==> config.mk <==
export PLATFORM = sky130hd
export DESIGN_NAME = resource_aware_task_admission
export DESIGN_NICKNAME = d
export VERILOG_FILES = /design/src/hw/rtl/rta_pkg.sv /design/src/hw/rtl/rta_result.sv /design/src/hw/rtl/resource_aware_task_admission.sv
export SDC_FILE = /design/constraint.sdc
export NUM_CORES = 2
export LEC_CHECK = 0
export ABC_AREA = 0
export ABC_CLOCK_PERIOD_IN_PS = 19400
export BUFFER_PORTS_ARGS = -buffer_cell sky130_fd_sc_hd__buf_2
export CORE_UTILIZATION = 67
export CTS_CLUSTER_SIZE = 30
export DETAILED_ROUTE_END_ITERATION = 6
export GPL_TIMING_DRIVEN = 1
export PLACE_DENSITY = 0.84
export SKIP_LAST_GASP = 1
export SYNTH_ARGS = -nofsm -noshare
export SYNTH_HDL_FRONTEND = slang
export SYNTH_HIERARCHICAL = 1
export SYNTH_SLANG_ARGS = --single-unit
export TNS_END_PERCENT = 1
==> constraint.sdc <==
create_clock -name clk -period 19.4 [get_ports clk]
set_input_delay 3.88 -clock clk [delete_from_list [all_inputs] [get_ports clk]]
set_output_delay 3.88 -clock clk [all_outputs]
set_load 0.02 [all_outputs]
==> src/hw/rtl/rta_pkg.sv <==
`timescale 1ns / 1ps
// ----------------------------------------------------------------------------
// rta_pkg
// Types, codes and constants shared by the task admission block.
// ----------------------------------------------------------------------------
package rta_pkg;

    localparam int ADDR_W      = 4;
    localparam int NRW         = 4;
    localparam int MAX_RESULTS = 10;
    localparam int COST_W      = 37;
    localparam int SUM_W       = 8;

    // register indexes
    localparam logic [1:0] REG_MEM_CAP = 2'd0;
    localparam logic [1:0] REG_CU_CAP  = 2'd1;
    localparam logic [1:0] REG_XFER    = 2'd2;

    localparam logic [19:0] MEM_CAP_RST = 20'hFFFFF;
    localparam logic [7:0]  CU_CAP_RST  = 8'd8;
    localparam logic [15:0] XFER_RST    = 16'd1;

    // request modes
    localparam logic [2:0] MODE_ADD     = 3'd0;
    localparam logic [2:0] MODE_FINISH  = 3'd1;
    localparam logic [2:0] MODE_PREEMPT = 3'd2;
    localparam logic [2:0] MODE_CLEAR   = 3'd3;
    localparam logic [2:0] MODE_REMOVE  = 3'd4;
    localparam logic [2:0] MODE_STATUS  = 3'd5;

    // result kinds
    localparam logic [3:0] KIND_REJECTED = 4'd0;
    localparam logic [3:0] KIND_QUEUED   = 4'd1;
    localparam logic [3:0] KIND_STARTED  = 4'd2;
    localparam logic [3:0] KIND_FINISHED = 4'd3;
    localparam logic [3:0] KIND_EVICTED  = 4'd4;
    localparam logic [3:0] KIND_REMOVED  = 4'd5;
    localparam logic [3:0] KIND_NOTFOUND = 4'd6;
    localparam logic [3:0] KIND_CLEARED  = 4'd7;
    localparam logic [3:0] KIND_STATUS   = 4'd8;
    localparam logic [3:0] KIND_FULL     = 4'd9;

    typedef struct packed {
        logic [2:0]  mode;
        logic [15:0] task_id;
        logic [19:0] data_size;
        logic [7:0]  compute_units;
        logic [31:0] duration;
    } in_word_t;

    typedef struct packed {
        logic [3:0]  kind;
        logic [15:0] result_task;
        logic [19:0] free_memory;
        logic [7:0]  free_compute;
        logic [4:0]  pending_count;
        logic        last;
    } out_word_t;

    typedef struct packed {
        logic [15:0]       ident;
        logic [19:0]       memory;
        logic [7:0]        units;
        logic [COST_W-1:0] cost;
    } entry_t;

    typedef struct packed {
        logic      push;
        logic      flush;
        out_word_t word;
    } emit_ctl_t;

    typedef struct packed {
        logic ack;
    } emit_stat_t;

    typedef enum logic [4:0] {
        S_IDLE,
        S_ADD_MUL,
        S_ADD_DEC,
        S_RSCAN_RD,
        S_RSCAN_CK,
        S_HEAD_RD,
        S_HEAD_CK,
        S_QSCAN_RD,
        S_QSCAN_CK,
        S_PRE_CHK,
        S_MAX_RD,
        S_MAX_CK,
        S_EVICT,
        S_DROP_RD,
        S_DROP_WR,
        S_EMIT,
        S_FLUSH
    } state_t;

endpackage

==> src/hw/rtl/rta_result.sv <==
`timescale 1ns / 1ps
// ----------------------------------------------------------------------------
// rta_result
// Result staging: holds the newest word back until the next one or the end
// of the request shows whether it is the last, then drives the output register.
// ----------------------------------------------------------------------------
module rta_result
    import rta_pkg::*;
(
    input  logic       clk,
    input  logic       rst_n,
    input  emit_ctl_t  ctl,
    output emit_stat_t stat,
    output logic       out_valid,
    input  logic       out_ready,
    output out_word_t  out_data
);

    logic      out_valid_reg, out_valid_next;
    out_word_t out_data_reg, out_data_next;
    logic      pend_valid_reg, pend_valid_next;
    out_word_t pend_reg, pend_next;
    logic      can_emit, push_ok, flush_ok, load_out;

    always_comb
    begin
        can_emit = !out_valid_reg || out_ready;
        push_ok  = ctl.push && (!pend_valid_reg || can_emit);
        flush_ok = ctl.flush && can_emit;
        load_out = (push_ok && pend_valid_reg) || flush_ok;

        out_data_next = out_data_reg;
        if (load_out)
        begin
            out_data_next      = pend_reg;
            out_data_next.last = flush_ok;
        end
        if (load_out)
            out_valid_next = 1'b1;
        else if (out_ready)
            out_valid_next = 1'b0;
        else
            out_valid_next = out_valid_reg;

        if (push_ok)
            pend_valid_next = 1'b1;
        else if (flush_ok)
            pend_valid_next = 1'b0;
        else
            pend_valid_next = pend_valid_reg;
        pend_next = push_ok ? ctl.word : pend_reg;
        stat.ack  = push_ok || flush_ok;
    end

    always_ff @(posedge clk or negedge rst_n)
    begin
        if (!rst_n)
        begin
            out_valid_reg  <= 1'b0;
            pend_valid_reg <= 1'b0;
        end
        else
        begin
            out_valid_reg  <= out_valid_next;
            pend_valid_reg <= pend_valid_next;
        end
    end

    always_ff @(posedge clk)
    begin
        out_data_reg <= out_data_next;
        pend_reg     <= pend_next;
    end

    assign out_valid = out_valid_reg;
    assign out_data  = out_data_reg;

endmodule

==> src/hw/rtl/resource_aware_task_admission.sv <==
`timescale 1ns / 1ps
// ----------------------------------------------------------------------------
// resource_aware_task_admission
// Admits tasks against memory and compute capacities, with a FIFO wait queue.
// ----------------------------------------------------------------------------
// One request is handled at a time; in_ready is high only between requests.
// Running tasks live in a RUN_SLOTS-entry table and waiting tasks in a
// QUEUE_DEPTH-entry queue, both synchronous memories with one write and one
// registered read, so every search walks its memory one entry at a time, a
// read state and then a check state per entry. An add multiplies, decides
// and emits; finish, preempt and remove search their memory, shift each queue
// entry behind one that leaves the queue, and scan the run table for each
// eviction. No clearing pass is needed after reset.
// ----------------------------------------------------------------------------
module resource_aware_task_admission
    import rta_pkg::*;
#(
    parameter int RUN_SLOTS   = 8,
    parameter int QUEUE_DEPTH = 16
)
(
    input  logic              clk,
    input  logic              rst_n,
    input  logic              in_valid,
    output logic              in_ready,
    input  in_word_t          in_data,
    output logic              out_valid,
    input  logic              out_ready,
    output out_word_t         out_data,
    input  logic              psel,
    input  logic              penable,
    input  logic              pwrite,
    input  logic [ADDR_W-1:0] paddr,
    input  logic [31:0]       pwdata,
    output logic [31:0]       prdata,
    output logic              pready
);

    localparam int RIW = (RUN_SLOTS > 1) ? $clog2(RUN_SLOTS) : 1;
    localparam int RCW = $clog2(RUN_SLOTS + 1);
    localparam int QIW = $clog2(QUEUE_DEPTH);
    localparam int QCW = $clog2(QUEUE_DEPTH + 1);

    // configuration
    logic [19:0] mem_cap_reg;
    logic [7:0]  cu_cap_reg;
    logic [15:0] xfer_reg;
    logic        apb_wr;
    logic [1:0]  apb_idx;

    // state
    state_t                 state_reg, state_next, ret_reg, ret_next;
    in_word_t               req_reg, req_next;
    logic [35:0]            prod_reg, prod_next;
    logic [19:0]            mem_used_reg, mem_used_next;
    logic [7:0]             units_used_reg, units_used_next;
    logic [QCW-1:0]         wc_reg, wc_next;
    logic [RCW-1:0]         rc_reg, rc_next;
    logic [RUN_SLOTS-1:0]   run_valid_reg, run_valid_next;
    logic [NRW-1:0]         nres_reg, nres_next;
    logic [RCW-1:0]         ridx_reg, ridx_next;
    logic [QCW-1:0]         qidx_reg, qidx_next;
    entry_t                 cand_reg, cand_next, best_reg, best_next;
    logic [RIW-1:0]         best_idx_reg, best_idx_next;
    logic                   best_found_reg, best_found_next;
    logic [3:0]             em_kind_reg, em_kind_next;
    logic [15:0]            em_task_reg, em_task_next;

    // memories
    entry_t rt_mem [RUN_SLOTS];
    entry_t wq_mem [QUEUE_DEPTH];
    entry_t rt_rdata, wq_rdata, rt_wdata, wq_wdata;
    logic   rt_we, wq_we;
    logic [RIW-1:0] rt_waddr;
    logic [QIW-1:0] wq_waddr, wq_raddr;

    // decisions
    logic           free_found;
    logic [RIW-1:0] free_idx;
    logic [COST_W-1:0] add_cost;
    logic add_bad, add_start, q_full, fin_hit, q_hit, head_fits;
    logic cand_over, cand_fits, need_evict, better, res_full, drop_more;
    logic [QCW:0]   drop_nxt;

    emit_ctl_t  em_ctl;
    emit_stat_t em_stat;

    function automatic logic fits(input logic [19:0] used_m, input logic [7:0] used_u,
                                  input logic [19:0] cap_m, input logic [7:0] cap_u,
                                  input logic [19:0] m, input logic [7:0] u);
        fits = ({1'b0, used_m} + {1'b0, m} <= {1'b0, cap_m}) &&
               ({1'b0, used_u} + {1'b0, u} <= {1'b0, cap_u});
    endfunction

    // ---------------- configuration port ----------------
    assign apb_wr  = psel && penable && pwrite;
    assign apb_idx = paddr[ADDR_W-1:2];
    assign pready  = 1'b1;

    always_comb
    begin
        unique case (apb_idx)
            REG_MEM_CAP: prdata = {12'd0, mem_cap_reg};
            REG_CU_CAP:  prdata = {24'd0, cu_cap_reg};
            REG_XFER:    prdata = {16'd0, xfer_reg};
            default:     prdata = 32'd0;
        endcase
    end

    always_ff @(posedge clk or negedge rst_n)
    begin
        if (!rst_n)
        begin
            mem_cap_reg <= MEM_CAP_RST;
            cu_cap_reg  <= CU_CAP_RST;
            xfer_reg    <= XFER_RST;
        end
        else if (apb_wr)
        begin
            unique case (apb_idx)
                REG_MEM_CAP: mem_cap_reg <= pwdata[19:0];
                REG_CU_CAP:  cu_cap_reg  <= pwdata[7:0];
                REG_XFER:    xfer_reg    <= pwdata[15:0];
                default:     ;
            endcase
        end
    end

    // ---------------- shared decisions ----------------
    always_comb
    begin
        free_found = 1'b0;
        free_idx   = '0;
        for (int i = RUN_SLOTS - 1; i >= 0; i--)
        begin
            if (!run_valid_reg[i])
            begin
                free_found = 1'b1;
                free_idx   = RIW'(i);
            end
        end
    end

    assign add_cost  = COST_W'(req_reg.duration) + COST_W'(prod_reg);
    assign add_bad   = (req_reg.data_size == 20'd0) || (req_reg.compute_units == 8'd0) ||
                       (req_reg.data_size > mem_cap_reg) ||
                       (req_reg.compute_units > cu_cap_reg);
    assign add_start = (wc_reg == '0) && free_found &&
                       fits(mem_used_reg, units_used_reg, mem_cap_reg, cu_cap_reg,
                            req_reg.data_size, req_reg.compute_units);
    assign q_full    = (wc_reg == QCW'(QUEUE_DEPTH));
    assign fin_hit   = run_valid_reg[ridx_reg[RIW-1:0]] && (rt_rdata.ident == req_reg.task_id);
    assign q_hit     = (wq_rdata.ident == req_reg.task_id);
    assign head_fits = fits(mem_used_reg, units_used_reg, mem_cap_reg, cu_cap_reg,
                            wq_rdata.memory, wq_rdata.units);
    assign cand_over = (cand_reg.memory > mem_cap_reg) || (cand_reg.units > cu_cap_reg);
    assign cand_fits = fits(mem_used_reg, units_used_reg, mem_cap_reg, cu_cap_reg,
                            cand_reg.memory, cand_reg.units);
    assign need_evict = (!cand_fits || !free_found) && (rc_reg != '0);
    assign better    = run_valid_reg[ridx_reg[RIW-1:0]] &&
                       (!best_found_reg || (rt_rdata.cost > best_reg.cost));
    assign res_full  = (nres_reg >= NRW'(MAX_RESULTS));
    assign drop_nxt  = {1'b0, qidx_reg} + (QCW + 1)'(1);
    assign drop_more = (drop_nxt < {1'b0, wc_reg});

    // ---------------- next state ----------------
    always_comb
    begin
        state_next = state_reg;
        unique case (state_reg)
            S_IDLE:
            begin
                if (in_valid)
                begin
                    unique case (in_data.mode) inside
                        MODE_ADD:                 state_next = S_ADD_MUL;
                        MODE_FINISH:              state_next = S_RSCAN_RD;
                        MODE_PREEMPT, MODE_REMOVE: state_next = S_QSCAN_RD;
                        default:                  state_next = S_EMIT;
                    endcase
                end
            end
            S_ADD_MUL:  state_next = S_ADD_DEC;
            S_ADD_DEC:  state_next = S_EMIT;
            S_RSCAN_RD: state_next = (ridx_reg == RCW'(RUN_SLOTS)) ? S_EMIT : S_RSCAN_CK;
            S_RSCAN_CK: state_next = fin_hit ? S_EMIT : S_RSCAN_RD;
            S_HEAD_RD:
                state_next = ((wc_reg == '0) || res_full || !free_found) ? S_FLUSH : S_HEAD_CK;
            S_HEAD_CK:  state_next = head_fits ? S_DROP_RD : S_FLUSH;
            S_QSCAN_RD: state_next = (qidx_reg == wc_reg) ? S_EMIT : S_QSCAN_CK;
            S_QSCAN_CK:
            begin
                if (!q_hit)
                    state_next = S_QSCAN_RD;
                else if (req_reg.mode == MODE_REMOVE)
                    state_next = S_DROP_RD;
                else
                    state_next = S_PRE_CHK;
            end
            S_PRE_CHK:
            begin
                if (cand_over)
                    state_next = S_EMIT;
                else if (need_evict)
                    state_next = S_MAX_RD;
                else if (free_found && cand_fits)
                    state_next = S_DROP_RD;
                else
                    state_next = S_EMIT;
            end
            S_MAX_RD:   state_next = (ridx_reg == RCW'(RUN_SLOTS)) ? S_EVICT : S_MAX_CK;
            S_MAX_CK:   state_next = S_MAX_RD;
            S_EVICT:
                state_next = (nres_reg < NRW'(MAX_RESULTS - 1)) ? S_EMIT : S_PRE_CHK;
            S_DROP_RD:  state_next = drop_more ? S_DROP_WR : S_EMIT;
            S_DROP_WR:  state_next = S_DROP_RD;
            S_EMIT:
            begin
                if (res_full || em_stat.ack)
                    state_next = ret_reg;
            end
            S_FLUSH:    state_next = em_stat.ack ? S_IDLE : S_FLUSH;
            default:    state_next = S_IDLE;
        endcase
    end

    // ---------------- datapath and outputs ----------------
    always_comb
    begin
        req_next        = req_reg;
        prod_next       = prod_reg;
        mem_used_next   = mem_used_reg;
        units_used_next = units_used_reg;
        wc_next         = wc_reg;
        rc_next         = rc_reg;
        run_valid_next  = run_valid_reg;
        nres_next       = nres_reg;
        ridx_next       = ridx_reg;
        qidx_next       = qidx_reg;
        cand_next       = cand_reg;
        best_next       = best_reg;
        best_idx_next   = best_idx_reg;
        best_found_next = best_found_reg;
        em_kind_next    = em_kind_reg;
        em_task_next    = em_task_reg;
        ret_next        = ret_reg;
        rt_we           = 1'b0;
        rt_waddr        = free_idx;
        rt_wdata        = wq_rdata;
        wq_we           = 1'b0;
        wq_waddr        = qidx_reg[QIW-1:0];
        wq_wdata        = wq_rdata;
        wq_raddr        = qidx_reg[QIW-1:0];
        em_ctl.push     = 1'b0;
        em_ctl.flush    = 1'b0;

        em_ctl.word.kind          = em_kind_reg;
        em_ctl.word.result_task   = em_task_reg;
        em_ctl.word.free_memory   = (mem_cap_reg > mem_used_reg) ?
                                    (mem_cap_reg - mem_used_reg) : 20'd0;
        em_ctl.word.free_compute  = (cu_cap_reg > units_used_reg) ?
                                    (cu_cap_reg - units_used_reg) : 8'd0;
        em_ctl.word.pending_count = 5'(SUM_W'(wc_reg) + SUM_W'(rc_reg));
        em_ctl.word.last          = 1'b0;

        unique case (state_reg)
            S_IDLE:
            begin
                req_next  = in_data;
                nres_next = '0;
                ridx_next = '0;
                qidx_next = '0;
                ret_next  = S_FLUSH;
                em_task_next = 16'd0;
                if (in_valid && (in_data.mode == MODE_CLEAR))
                begin
                    wc_next      = '0;
                    em_kind_next = KIND_CLEARED;
                end
                else
                    em_kind_next = KIND_STATUS;
            end
            S_ADD_MUL:
                prod_next = 36'(req_reg.data_size) * 36'(xfer_reg);
            S_ADD_DEC:
            begin
                em_task_next = req_reg.task_id;
                rt_wdata = '{ident: req_reg.task_id, memory: req_reg.data_size,
                             units: req_reg.compute_units, cost: add_cost};
                wq_wdata = rt_wdata;
                wq_waddr = wc_reg[QIW-1:0];
                if (add_bad)
                    em_kind_next = KIND_REJECTED;
                else if (add_start)
                begin
                    rt_we = 1'b1;
                    run_valid_next[free_idx] = 1'b1;
                    mem_used_next   = mem_used_reg + req_reg.data_size;
                    units_used_next = units_used_reg + req_reg.compute_units;
                    rc_next         = rc_reg + RCW'(1);
                    em_kind_next    = KIND_STARTED;
                end
                else if (!q_full)
                begin
                    wq_we        = 1'b1;
                    wc_next      = wc_reg + QCW'(1);
                    em_kind_next = KIND_QUEUED;
                end
                else
                    em_kind_next = KIND_FULL;
            end
            S_RSCAN_RD:
            begin
                em_kind_next = KIND_NOTFOUND;
                em_task_next = req_reg.task_id;
            end
            S_RSCAN_CK:
            begin
                if (fin_hit)
                begin
                    run_valid_next[ridx_reg[RIW-1:0]] = 1'b0;
                    mem_used_next   = mem_used_reg - rt_rdata.memory;
                    units_used_next = units_used_reg - rt_rdata.units;
                    rc_next         = rc_reg - RCW'(1);
                    em_kind_next    = KIND_FINISHED;
                    ret_next        = S_HEAD_RD;
                end
                else
                    ridx_next = ridx_reg + RCW'(1);
            end
            S_HEAD_RD:
            begin
                wq_raddr  = '0;
                qidx_next = '0;
            end
            S_HEAD_CK:
            begin
                if (head_fits)
                begin
                    rt_we = 1'b1;
                    rt_wdata = wq_rdata;
                    run_valid_next[free_idx] = 1'b1;
                    mem_used_next   = mem_used_reg + wq_rdata.memory;
                    units_used_next = units_used_reg + wq_rdata.units;
                    rc_next         = rc_reg + RCW'(1);
                    em_kind_next    = KIND_STARTED;
                    em_task_next    = wq_rdata.ident;
                    ret_next        = S_HEAD_RD;
                end
            end
            S_QSCAN_RD:
            begin
                em_kind_next = KIND_NOTFOUND;
                em_task_next = req_reg.task_id;
            end
            S_QSCAN_CK:
            begin
                if (q_hit)
                begin
                    cand_next    = wq_rdata;
                    em_kind_next = KIND_REMOVED;
                end
                else
                    qidx_next = qidx_reg + QCW'(1);
            end
            S_PRE_CHK:
            begin
                em_task_next    = req_reg.task_id;
                em_kind_next    = KIND_REJECTED;
                ret_next        = S_FLUSH;
                ridx_next       = '0;
                best_found_next = 1'b0;
                rt_wdata = '{ident: req_reg.task_id, memory: cand_reg.memory,
                             units: cand_reg.units, cost: cand_reg.cost};
                if (!cand_over && !need_evict && free_found && cand_fits)
                begin
                    rt_we = 1'b1;
                    run_valid_next[free_idx] = 1'b1;
                    mem_used_next   = mem_used_reg + cand_reg.memory;
                    units_used_next = units_used_reg + cand_reg.units;
                    rc_next         = rc_reg + RCW'(1);
                    em_kind_next    = KIND_STARTED;
                end
            end
            S_MAX_RD: ;
            S_MAX_CK:
            begin
                if (better)
                begin
                    best_next       = rt_rdata;
                    best_idx_next   = ridx_reg[RIW-1:0];
                    best_found_next = 1'b1;
                end
                ridx_next = ridx_reg + RCW'(1);
            end
            S_EVICT:
            begin
                run_valid_next[best_idx_reg] = 1'b0;
                mem_used_next   = mem_used_reg - best_reg.memory;
                units_used_next = units_used_reg - best_reg.units;
                rc_next         = rc_reg - RCW'(1);
                em_kind_next    = KIND_EVICTED;
                em_task_next    = best_reg.ident;
                ret_next        = S_PRE_CHK;
            end
            S_DROP_RD:
            begin
                wq_raddr = drop_nxt[QIW-1:0];
                if (!drop_more)
                    wc_next = wc_reg - QCW'(1);
            end
            S_DROP_WR:
            begin
                wq_we     = 1'b1;
                qidx_next = qidx_reg + QCW'(1);
            end
            S_EMIT:
            begin
                em_ctl.push = !res_full;
                if (!res_full && em_stat.ack)
                    nres_next = nres_reg + NRW'(1);
            end
            S_FLUSH:
                em_ctl.flush = 1'b1;
            default: ;
        endcase
    end

    always_ff @(posedge clk or negedge rst_n)
    begin
        if (!rst_n)
        begin
            state_reg      <= S_IDLE;
            ret_reg        <= S_FLUSH;
            mem_used_reg   <= '0;
            units_used_reg <= '0;
            wc_reg         <= '0;
            rc_reg         <= '0;
            run_valid_reg  <= '0;
            nres_reg       <= '0;
            ridx_reg       <= '0;
            qidx_reg       <= '0;
            best_found_reg <= 1'b0;
        end
        else
        begin
            state_reg      <= state_next;
            ret_reg        <= ret_next;
            mem_used_reg   <= mem_used_next;
            units_used_reg <= units_used_next;
            wc_reg         <= wc_next;
            rc_reg         <= rc_next;
            run_valid_reg  <= run_valid_next;
            nres_reg       <= nres_next;
            ridx_reg       <= ridx_next;
            qidx_reg       <= qidx_next;
            best_found_reg <= best_found_next;
        end
    end

    always_ff @(posedge clk)
    begin
        req_reg      <= req_next;
        prod_reg     <= prod_next;
        cand_reg     <= cand_next;
        best_reg     <= best_next;
        best_idx_reg <= best_idx_next;
        em_kind_reg  <= em_kind_next;
        em_task_reg  <= em_task_next;
    end

    // run table and wait queue: one write and one registered read each
    always_ff @(posedge clk)
    begin
        if (rt_we)
            rt_mem[rt_waddr] <= rt_wdata;
        rt_rdata <= rt_mem[ridx_reg[RIW-1:0]];
    end

    always_ff @(posedge clk)
    begin
        if (wq_we)
            wq_mem[wq_waddr] <= wq_wdata;
        wq_rdata <= wq_mem[wq_raddr];
    end

    assign in_ready = (state_reg == S_IDLE);

    rta_result u_result (
        .clk       (clk),
        .rst_n     (rst_n),
        .ctl       (em_ctl),
        .stat      (em_stat),
        .out_valid (out_valid),
        .out_ready (out_ready),
        .out_data  (out_data)
    );

endmodule

---- Yosys cells after proc, flatten, opt, wreduce, memory -nomap -nowiden ----
Memory sizes are Yosys's and may differ from the RTL's. A register that Yosys moved wholly into a read port is not among the register bits.
Index checks and enable logic that the tools add are counted.
storage, ports and cells
  bits of input ports ..................... 122
  flip-flop bits (word level) ............. 506
  memories ................................ 2
  logic and storage cells ................. 344
  memory bits (writable) .................. 1944
  output and inout port bits .............. 89
memories
  name    words  width  rd ports  clocked after memory_dff  write ports  RTL line                             RTL
  wq_mem  16     81     1         1                         1            resource_aware_task_admission.sv:71  entry_t wq_mem [QUEUE_DEPTH];
  rt_mem  8      81     1         1                         1            resource_aware_task_admission.sv:70  entry_t rt_mem [RUN_SLOTS];
cells by class
  $add $sub $neg .......................... 28
  reductions and logical operators ........ 81
  eq/ne operators ......................... 44
  $mul .................................... 1
  magnitude comparators ................... 22
  bitwise operators ....................... 5
  mux-type cells .......................... 118
operator list
  operator                                              count
  one-hot mux 81 bit (2 select lines)                   1
  2-to-1 mux 20 bit                                     5
  one-hot mux 20 bit (5 select lines)                   1
  one-hot mux 5 bit (17 select lines)                   1
  2-to-1 mux 81 bit                                     1
  2-to-1 mux 8 bit                                      10
  one-hot mux 8 bit (5 select lines)                    2
  2-to-1 mux 4 bit                                      18
  2-to-1 mux 5 bit                                      13
  one-hot mux 16 bit (4 select lines)                   1
  adder 20 x 20 -> 21 bit                               3
  less-or-equal comparator 21 x 20 -> 1 bit             3
  adder 20 bit                                          3
  > comparator 20 bit                                   3
  one-hot mux 20 bit (3 select lines)                   1
  subtractor 20 bit                                     3
  2-to-1 mux 3 bit                                      14
  equality test 5 x 4 -> 1 bit (second input constant)  8
  adder 32 x 36 -> 37 bit                               1
  > comparator 37 bit                                   1
  multiplier 20 x 16 -> 36 bit                          1
  equality test 16 bit                                  2
  one-hot mux 4 bit (8 select lines)                    1
  2-to-1 mux 1 bit                                      31
  62 further kinds                                      171

---- Logic depth before layout (Yosys ltp) ----
  word-level depth ........................ 19
  gate-level depth with buffers ........... 26
  mapped depth without buffers ............ 24

---- By module ----
Netlist, hierarchy kept.
by module, submodules not included
  module                         seq. area each (um^2)  cells an instance  area an instance (um^2)  instances
  resource_aware_task_admission  72978.7                9704               118588.7                 1
  rta_result                     3263.1                 119                3333.2                   1

---- Worst setup path after synthesis ----
No wires, ideal clock.
  path type ............................... register to register
  start point ............................. register mem_used_reg[0]
  end point ............................... memory rt_mem[3][0] in the netlist's numbering, enable pin
  clock period less this slack ............ 13152 ps
  setup slack ............................. 6248 ps
  setup time .............................. 748 ps
  stages on the path, launching flop included .. 23
  buffers on the path ..................... 0
  data arrival time ....................... 12404 ps
  data required time ...................... 18652 ps
  path through ............................ dfrtp_1 ha_1 fa_1 a21o_1 a21oi_1 nand2b_1 a2111o_1 a31o_2 a21boi_0 o21ai_0 nand2b_1 a21oi_1 xnor2_1 ha_1 a211oi_1 o21ai_0 nor4_1 o21ai_0 o21a_1 nor4_1 inv_1 o211a_1 nor4b_1
between the ends
  word-level cells in the longest chain between the ends .. 14
  elaborated cells on any way between the ends .. 24
  those cells by class .................... 3 x add/sub; 3 x order compare; 7 x mux; 11 x reduce/logical
ends and longest elaborated chain
  element                                    RTL line                              RTL
  start, declared                            resource_aware_task_admission.sv:55   logic [19:0] mem_used_reg, mem_used_next;
  start signal, assigned                     resource_aware_task_admission.sv:449  mem_used_reg <= mem_used_next;
  adder 20 x 20 -> 21 bit                    resource_aware_task_admission.sv:91   fits = ({1'b0, used_m} + {1'b0, m} <= {1'b0, cap_m}) &&
  less-or-equal comparator 21 x 20 -> 1 bit  resource_aware_task_admission.sv:91
  logical AND 1 bit                          resource_aware_task_admission.sv:91
  logical NOT 1 bit                          resource_aware_task_admission.sv:159  assign need_evict = (!cand_fits || !free_found) && (rc_reg != '0);
  logical OR 1 bit                           resource_aware_task_admission.sv:159
  logical AND 1 bit                          resource_aware_task_admission.sv:159
  logical NOT 1 bit                          resource_aware_task_admission.sv:375  if (!cand_over && !need_evict && free_found && cand_fits)
  logical AND 1 bit (3 in series)            resource_aware_task_admission.sv:375
  2-to-1 mux 1 bit                           resource_aware_task_admission.sv:375
  one-hot mux 1 bit (3 select lines) *       resource_aware_task_admission.sv:266  unique case (state_reg)
  2-to-1 mux 1 bit *                         resource_aware_task_admission.sv:475  if (rt_we)
  2-to-1 mux 1 bit (implied by the code) *   resource_aware_task_admission.sv:476  rt_mem[rt_waddr] <= rt_wdata;
  end, declared                              resource_aware_task_admission.sv:70
Mark *: on every way between the ends. The rest lies on a longest branch, timed or not.

---- Final worst setup path ----
  start point ............................. input port paddr[3]
  end point ............................... output port prdata[6]
between the ends
  word-level cells in the longest chain between the ends .. 2
  elaborated cells on any way between the ends .. 4
  those cells by class .................... 2 x eq/ne; 1 x mux; 1 x reduce/logical
ends and longest elaborated chain
  element                                            RTL line                              RTL
  start, declared                                    resource_aware_task_admission.sv:33   input logic [ADDR_W-1:0] paddr,
  equality test 2 bit, or another cell as far along  resource_aware_task_admission.sv:102  unique case (apb_idx)
  one-hot mux 20 bit (3 select lines) *              resource_aware_task_admission.sv:102
  end, declared                                      resource_aware_task_admission.sv:35   output logic [31:0] prdata,
Marked as above.

==> metrics.txt <==
flop2flop setup slack 10,820 ps; Mapped Cells 9,823; residual DRC count 0; synth warn 6; vias in the first global route 86,300; Async SR Flop Fraction ~4.4%; Max FO, Critical Path 24; routing usage on met2 60.8%; port bufs ~180; crit-path max cell delay 600 ps; hold depth 0; max reg flops 1,296; most common cell after layout, fill and taps aside edfxtp_1; clock buffer depth 3; Synth Flop Type edfxtp_1; Tot GR Track Use 39.8%; largest net degree at the start of global routing 210; commonest non-fill, non-tap cells in the layout 2,335 x edfxtp_1, 1,969 x nand2_1, 523 x inv_1; Cell Chain, Critical Path buf_2 -> nor2b_1 -> nand2_1 -> o21ai_0 -> buf_2; DRT iter0 DRCs 13,100; via count around 87,000; GR Overflow Total 0; Hold Startpoint u_result/pend_reg[43]; worst r2r src req_reg[40]; DRT Wirelength approximately 370 mm; Yosys reg bits 2,611; met3 Use GR 10.3%; H-tree Lvls 4; area grow syn2layout 9.64%; Reg with most FFs wq_mem; Mapped Avg Cell Area 12.4 um2; worst r2r dst rt_mem[6][61]; Clock Skews roughly 140 ps; Max Fclk 106 MHz; drt pass-1 iters 7; core area roughly 180,000 um2; Area after DPL roughly 130,000 um2; Final Instance Area 134,000 um2; final hold vios 0; initial antenna violation count 9; first-pass GRT wire length 540 mm; die width around 430 um; vias per std cell roughly 6.9; minimum clock period 9400 ps; Post-layout nets 10,800; Rows 156; crit-path most repeated cell buf_2; CTS buffer count between 200 and 250; Min-Delay Path Class register to register; Hold Buf Count CTS 0; critical path endpoint category output pin; number of synthesized flops with an enable pin 2,335; TritonCTS clock tree done; clock sink count 2,611; library cells used by synthesis 93; Mapped Area 122,000 um2; status finished with violations; RSZ-0062 raised after global routing false; crit path max-delay cell type nor2b_1; met1 usage 50.5%; worst rel slew slack 0.0121%; share of cells above drive strength 1 8.90%; post-synthesis sequential area ratio 62.5%; CTS clk-pin slew, worst paths 70 ps; cts repair resizes 0; latest clock arrival within the worst-skew pair 970 ps; crit path DAT between 5000 and 6000 ps; Post-CTS Setup Inserts 0; Fin Setup TNS 0 ps; worst path required time 15,520 ps; final setup fails 0; I/O Pins 211; Die ar. between 150,000 and 200,000 um2; Least-Margin Pin Slew ~1500 ps; max-cap violations 1; max-slew violations 0; Tcrit/Tclk final approximately half; Initial Util 67.5%; ANT nets after route 0; Post-DP HPWL approximately 220 mm; Root Buffer clkbuf_16; gr busiest metal met2; FF-to-FF path depth 22; GPL Wtd Cong roughly 1; Die Height 429 um; drt wl/cell 29.4 um; critical path class input port to output pin; failing checks capacitance limit; largest registers wq_mem x1296, rt_mem x648; hold worst-path end u_result/out_data[43]; startpoint types input port
synth_stat cells (all sizes together) (91+ instances only):
cell type | instances | share of area (%)
o21ai | 199 | 0.85
edfxtp | 2335 | 58
fa | 264 | 4.3
xnor2 | 176 | 1.3
a21oi | 326 | 1.4
nand2 | 1970 | 6.1
clkbuf | 421 | 1.3
dfxtp | 162 | 2.7
nand3 | 413 | 1.7
a21o | 128 | 0.79
a31oi | 112 | 0.57
inv | 524 | 1.6
nand4 | 121 | 0.62
dfrtp | 91 | 1.9
buf | 107 | 0.44
a22oi | 319 | 2.0
xor2 | 110 | 0.79
and2 | 123 | 0.63
ha | 481 | 4.9
and3 | 184 | 0.94
a311oi | 247 | 1.8
nor2 | 259 | 0.80
layout make-up:
cell class / instances / area, um2
Clock buffer: 321 / 6510
Multi-Input combinational cell: 6170 / 42000
Timing Repair Buffer: 347 / 2230
Fill cell: 10600 / 47100
Sequential cell: 2611 / 76200
Tap cell: 2370 / 2970
Antenna cell: 7 / 17.5
Clock inverter: 142 / 1740
Inverter: 525 / 1970
kinds of logic after synthesis:
logic type	share of synthesized area [%]
simple gates	12.2
flops	62.5
buf+inv	3.35
mux	1.07
fa+ha+maj	9.27
compound gates	9.51
xor+xnor	2.05
other cells	0.00616
worst max-delay path, delay by kind of cell:
family                 cells  cell delay (ps)
AOI/OAI and AO/OA          1              230
buffers and inverters      2              690
and+or+nand+nor            2              700
how the worst max path moves through the flow:
stage                    startpoint           end  slack, ps  cells after the start
floorplan           mem_used_reg[0]  rt_mem[3][0]       6250                     22
global placement           paddr[3]     prdata[5]      10130                      5
detailed placement         paddr[3]     prdata[6]      10070                      5
CTS                        paddr[3]     prdata[6]      10060                      5
global route               paddr[3]     prdata[6]       9890                      5
finish                     paddr[3]     prdata[6]      10000                      5
stage by stage:
stage | setup WS [ps] | util (%) | hold slack (ps) | instances
floorplan | 6250 | - | 400 | 9834
finish | 10000 | 74.0 | 361 | 12500
global route | 9890 | 74.0 | 380 | 12500
CTS | 10060 | 73.9 | 393 | 12500
detailed placement | 10070 | 69.4 | 405 | 12000
global placement | 10130 | 69.4 | 402 | 12000
routing by layer:
layer	vias up	share of wire, %
li1	36000	-
met1	41800	34
met2	7247	45
met3	1499	14
met4	12	7.6
met5	-	0.025
Power is left out: the tool's default activity adds up to more than one toggle a clock period on the data nets, which glitch-free logic cannot reach.
